--- src/design/dmc_pkg.sv ---
// ----------------------------------------------------------------------------
// dmc_pkg
// shared types and constants of the direct-mapped write-back cache tag block
// ----------------------------------------------------------------------------
package dmc_pkg;

	localparam int BYTE_ADDR_W   = 32;
	localparam int INSTR_CNT_W   = 16;
	localparam int ACC_CYC_W     = 11;
	localparam int MEM_SUM_W     = 48;
	localparam int STAT_W        = 32;

	localparam int CFG_IDX_W     = 2;
	localparam int CFG_DATA_W    = 10;

	// register indexes of the configuration port
	localparam logic [CFG_IDX_W-1:0] CFG_BLOCK_OFFSET  = 2'd0;
	localparam logic [CFG_IDX_W-1:0] CFG_INDEX_BITS    = 2'd1;
	localparam logic [CFG_IDX_W-1:0] CFG_MISS_PENALTY  = 2'd2;

	localparam logic [2:0] RST_BLOCK_OFFSET = 3'd4;
	localparam logic [3:0] RST_INDEX_BITS   = 4'd10;
	localparam logic [9:0] RST_MISS_PENALTY = 10'd30;

	localparam logic [2:0] MIN_OFFSET_BITS  = 3'd2;
	localparam logic [ACC_CYC_W-1:0] WB_EXTRA_CYCLES = 11'd2;

	typedef struct packed {
		logic                   is_store;
		logic [BYTE_ADDR_W-1:0] byte_address;
		logic [INSTR_CNT_W-1:0] instr_count;
	} cmd_t;

	typedef struct packed {
		logic                 hit;
		logic                 write_back;
		logic [ACC_CYC_W-1:0] access_cycles;
		logic [MEM_SUM_W-1:0] cycle_total;
		logic [STAT_W-1:0]    instr_sum;
		logic [STAT_W-1:0]    total_accesses;
		logic [STAT_W-1:0]    load_miss_count;
		logic [STAT_W-1:0]    store_miss_count;
		logic [STAT_W-1:0]    load_hit_count;
		logic [STAT_W-1:0]    store_hit_count;
		logic [STAT_W-1:0]    dirty_eviction_count;
	} result_t;

	// outcome of one lookup, handed to the statistics unit
	typedef struct packed {
		logic                   fire;
		logic                   is_store;
		logic                   hit;
		logic                   write_back;
		logic [ACC_CYC_W-1:0]   cycles;
		logic [INSTR_CNT_W-1:0] instr_count;
	} stat_ev_t;

	typedef struct packed {
		logic [MEM_SUM_W-1:0] cycle_sum;
		logic [STAT_W-1:0]    instructions;
		logic [STAT_W-1:0]    accesses;
		logic [STAT_W-1:0]    load_miss;
		logic [STAT_W-1:0]    store_miss;
		logic [STAT_W-1:0]    load_hit;
		logic [STAT_W-1:0]    store_hit;
		logic [STAT_W-1:0]    dirty_evict;
	} stat_tot_t;

	function automatic logic [STAT_W-1:0] sat_add32(input logic [STAT_W-1:0] a,
	                                                input logic [STAT_W-1:0] b);
		logic [STAT_W:0] s;
		s = {1'b0, a} + {1'b0, b};
		return s[STAT_W] ? {STAT_W{1'b1}} : s[STAT_W-1:0];
	endfunction

endpackage

--- src/design/dmc_stats.sv ---
// ----------------------------------------------------------------------------
// dmc_stats
// saturating running totals of memory cycles, instructions, hit/miss and dirty eviction counts
// ----------------------------------------------------------------------------
module dmc_stats import dmc_pkg::*; (
	input  logic      clk,
	input  logic      arst_n,
	input  stat_ev_t  ev,
	output stat_tot_t tot
);

	stat_tot_t       tot_q;
	logic [MEM_SUM_W:0] mem_sum;

	assign mem_sum = {1'b0, tot_q.cycle_sum} + (MEM_SUM_W+1)'(ev.cycles);

	always_ff @(posedge clk or negedge arst_n) begin
		if (!arst_n) begin
			tot_q <= '0;
		end else if (ev.fire) begin
			tot_q.cycle_sum    <= mem_sum[MEM_SUM_W] ? {MEM_SUM_W{1'b1}}
			                                         : mem_sum[MEM_SUM_W-1:0];
			tot_q.instructions <= sat_add32(tot_q.instructions, STAT_W'(ev.instr_count));
			tot_q.accesses     <= sat_add32(tot_q.accesses, STAT_W'(1));
			if (ev.hit && ev.is_store) begin
				tot_q.store_hit <= sat_add32(tot_q.store_hit, STAT_W'(1));
			end
			if (ev.hit && !ev.is_store) begin
				tot_q.load_hit <= sat_add32(tot_q.load_hit, STAT_W'(1));
			end
			if (!ev.hit && ev.is_store) begin
				tot_q.store_miss <= sat_add32(tot_q.store_miss, STAT_W'(1));
			end
			if (!ev.hit && !ev.is_store) begin
				tot_q.load_miss <= sat_add32(tot_q.load_miss, STAT_W'(1));
			end
			if (ev.write_back) begin
				tot_q.dirty_evict <= sat_add32(tot_q.dirty_evict, STAT_W'(1));
			end
		end
	end

	assign tot = tot_q;

endmodule

--- config.mk ---
export PLATFORM = sky130hd
export DESIGN_NAME = dmc_stats
export DESIGN_NICKNAME = d
export VERILOG_FILES = /design/src/design/dmc_pkg.sv /design/src/design/dmc_stats.sv
export SDC_FILE = /design/constraint.sdc
export NUM_CORES = 1
export LEC_CHECK = 0
export BUFFER_PORTS_ARGS = -buffer_cell sky130_fd_sc_hd__buf_4
export CORE_MARGIN = 2
export CORE_UTILIZATION = 40
export CTS_CLUSTER_DIAMETER = 150
export CTS_CLUSTER_SIZE = 16
export DETAILED_ROUTE_END_ITERATION = 7
export GPL_TIMING_DRIVEN = 0
export PLACE_DENSITY_LB_ADDON = 0.15
export SETUP_SLACK_MARGIN = 0.5
export SYNTH_ARGS = -nofsm -noshare
export SYNTH_HDL_FRONTEND = slang
export SYNTH_SLANG_ARGS = --single-unit
--- constraint.sdc ---
create_clock -name clk -period 5.2 [get_ports clk]
set_input_delay 0.78 -clock clk [delete_from_list [all_inputs] [get_ports clk]]
set_output_delay 0.78 -clock clk [all_outputs]
set_load 0.02 [all_outputs]
==> metrics.csv <==
stage;metric;value;unit
synth;dominantRegCellSynth;dfrtp_1;
timing;fmaxAchievable;292;MHz
placement;portBuffers;304;
layout;nFillCells;3435;
global_route;grtUsageMet2;33.2;%
floorplan;ios;305;
floorplan;placementRows;69;
power;p_leak;0.00892;uW
clock_tree;cts_tree;yes;
layout;final-seq-area;6810;um^2
floorplan;core;35700;um^2
synth;yosys_warnings;0;
layout;diodes;0;
timing;slew_viol_final;0;
timing;slew_headroom;23.6;%
clock_tree;cts.sinks;272;
layout;post-route-util;50.3;%
global_route;antenna_found_initial;0;
synth;synthTopCellsByArea;dfrtp_1, nand2_1, xor2_1, nand3_1, and3_1;
layout;drive_above_1_share;19.9;%
timing;hold_viol_final;0;
clock_tree;cts_buffers;20;
global_route;grt-busiest-layer;met2;
synth;synth.distinct_cells;63;
synth;synth_common_cells;dfrtp_1, nand2_1, nand3_1;
clock_tree;cts_hold_buffers;0;
global_route;overflow;0;
floorplan;die_w;194;um
floorplan;die_h;194;um
synth;synth_seq_cells;272;
worst_setup_path;cp.arrival;3.83;ns
route;wire_per_inst;17.3;um
clock_tree;clkTransAtPathRegs;0.08;ns
route;via_per_inst;5.48;
layout;final_nets;1936;
synth;synth_top_cell_area_share;46.9;%
global_route;grt_pass1_vias;12300;
placement;dpl.hpwl;29400;um
route;route.detailed.drc;18;
job;cap_violations;0;
synth;ys_seq_area_share;46.9;%
global_route;grt.total_usage;21.1;%
worst_setup_path;rrSetupSlack;1.77;ns
layout;stdcell_count;2328;
synth;syn_avg_cell_area;9.42;um^2
timing;min_period_over_period;65.9;%
timing;setup_viol;0;
global_route;met1_usage;29.7;%
layout;largest_reg_flops;272;
route;routed_wl;40400;um
floorplan;die_area;37800;um^2
layout;multi_input_area;7400;um^2
worst_setup_path;reg2regPathDepth;8;
global_route;grt_max_degree;112;
synth;synth_area;14500;um^2
power;ir_drop;0.228;mV
worst_setup_path;cp.required;5.60;ns
floorplan;start_util;40.7;%
synth;ys_async_sr_fraction;100;%
synth;synth_cells;1540;
synth;synth_most_common_cell;dfrtp_1;
timing;post-route-min-period;3.43;ns
route;vias;12800;
global_route;use_met3;3.82;%
run_status;outcome;finished, violations left;
timing;final.setup.tns;0;ns
global_route;grt_pass1_wl;66000;um
worst_setup_path;startpoint_type;flop;
route;drtPass1Iterations;8;
worst_setup_path;path_max_fanout;10;
placement;dp.cells;2307;
run_status;violations;DRC;
route;antenna_left;0;
placement;globalplace.congestion;0.842;
synth;synth_edf_count;0;
clock_tree;cts_setup_buffers;0;
worst_setup_path;critPathKind;reg -> reg;
timing;worst_pin_slew;1.14;ns
clock_tree;htreeDepth;1;
clock_tree;cts_resized;0;
clock_tree;clockRootBuffer;clkbuf_16;
clock_tree;cts_max_path_buffers;3;
worst_setup_path;critPathCaptureType;flop;
route;drt_iter0_drc;660;
synth;synth_nets;1608;
layout;areaGrowthSynthToFinish;23.8;%
timing;skew;0.0117;ns
power;p_per_area;363;nW/um^2
worst_hold_path;hp-class;in -> async;
timing;rsz0062_at_grt;no;
synth;synth_top_area_cell;dfrtp_1;
clock_tree;insertion_delay;0.52;ns
cells in the final DEF (no fill, tap or decap), types with 13 or more instances in the layout:
| cell type | synthesis | final |
|---|---|---|
| a21o_1 | 14 | 14 |
| a21oi_1 | 67 | 67 |
| a31oi_1 | 52 | 52 |
| a41oi_1 | 13 | 13 |
| and3_1 | 72 | 72 |
| and4_1 | 30 | 30 |
| buf_4 | 0 | 303 |
| clkbuf_1 | 41 | 41 |
| clkbuf_16 | 0 | 21 |
| dfrtp_1 | 272 | 272 |
| ha_1 | 33 | 33 |
| inv_1 | 30 | 30 |
| mux2_2 | 25 | 25 |
| mux2i_1 | 18 | 18 |
| nand2_1 | 243 | 243 |
| nand3_1 | 123 | 123 |
| nand4_1 | 55 | 55 |
| nor2_1 | 86 | 86 |
| nor3_1 | 31 | 31 |
| o21ai_0 | 46 | 46 |
| or3_1 | 18 | 18 |
| xnor2_1 | 48 | 48 |
| xor2_1 | 89 | 89 |
layer usage:
layer | share of wire (%) | vias to the layer above | routed length (um)
met2 | 45 | 285 | 18200
met4 | 2.9 | 0 | 1160
met1 | 46 | 6202 | 18700
met3 | 5.9 | 54 | 2370
met5 | 0 | - | 0
li1 | - | 6224 | -
where the power goes:
part           switching, uW  internal (uW)  total (uW)
Combinational           1360            985        2340
Sequential               330           2380        2710
Clock                    754            714        1470
per-stage QoR:
stage	area, um^2	hold slack [ns]	power, uW	setup WS [ns]
finish	17900	0.192	6520	1.77
floorplan	14500	0.484	4200	2.09
CTS	17900	0.211	6600	1.78
global route	17900	0.230	6940	1.50
detailed placement	17400	0.503	5100	1.34
global placement	17400	0.495	5050	0.823
final cells by class:
| class | instances | area share, % |
|---|---|---|
| Inverter | 30 | 0.627 |
| Timing Repair Buffer | 306 | 13.1 |
| Sequential cell | 272 | 37.9 |
| Buffer | 45 | 0.997 |
| Clock buffer | 21 | 2.93 |
| Multi-Input combinational cell | 1193 | 41.3 |
| Tap cell | 461 | 3.21 |
path summary, 6_finish.rpt:
check	to	start
min in group clk	tot[213]$_DFFE_PN0P_	tot[213]$_DFFE_PN0P_
worst max-delay path	tot[268]$_DFFE_PN0P_	tot[231]$_DFFE_PN0P_
worst max register to register	tot[268]$_DFFE_PN0P_	tot[231]$_DFFE_PN0P_
worst min register to register	tot[213]$_DFFE_PN0P_	tot[213]$_DFFE_PN0P_
max in group asynchronous	tot[103]$_DFFE_PN0P_	arst_n
worst min-delay path	tot[201]$_DFFE_PN0P_	arst_n
kinds of logic after synthesis:
logic type,Yosys count,share of synthesized area [%]
buf+inv,75,2.01
compound gates,256,11.5
flops,272,46.9
xor+xnor,137,8.27
fa+ha+maj,35,3.12
mux,43,3.18
simple gates,722,25.0
critical path, cell delays in order (launching register included):
cell and delay [ns]:
dfrtp_1 0.41, ha_1 0.40, nand2_1 0.12, o21ai_1 0.27
o211ai_1 0.33, a211oi_1 0.87, clkbuf_1 0.46, nand3_1 0.14
mux2_2 0.29
Note: power is estimated with default switching activity, not from simulation.
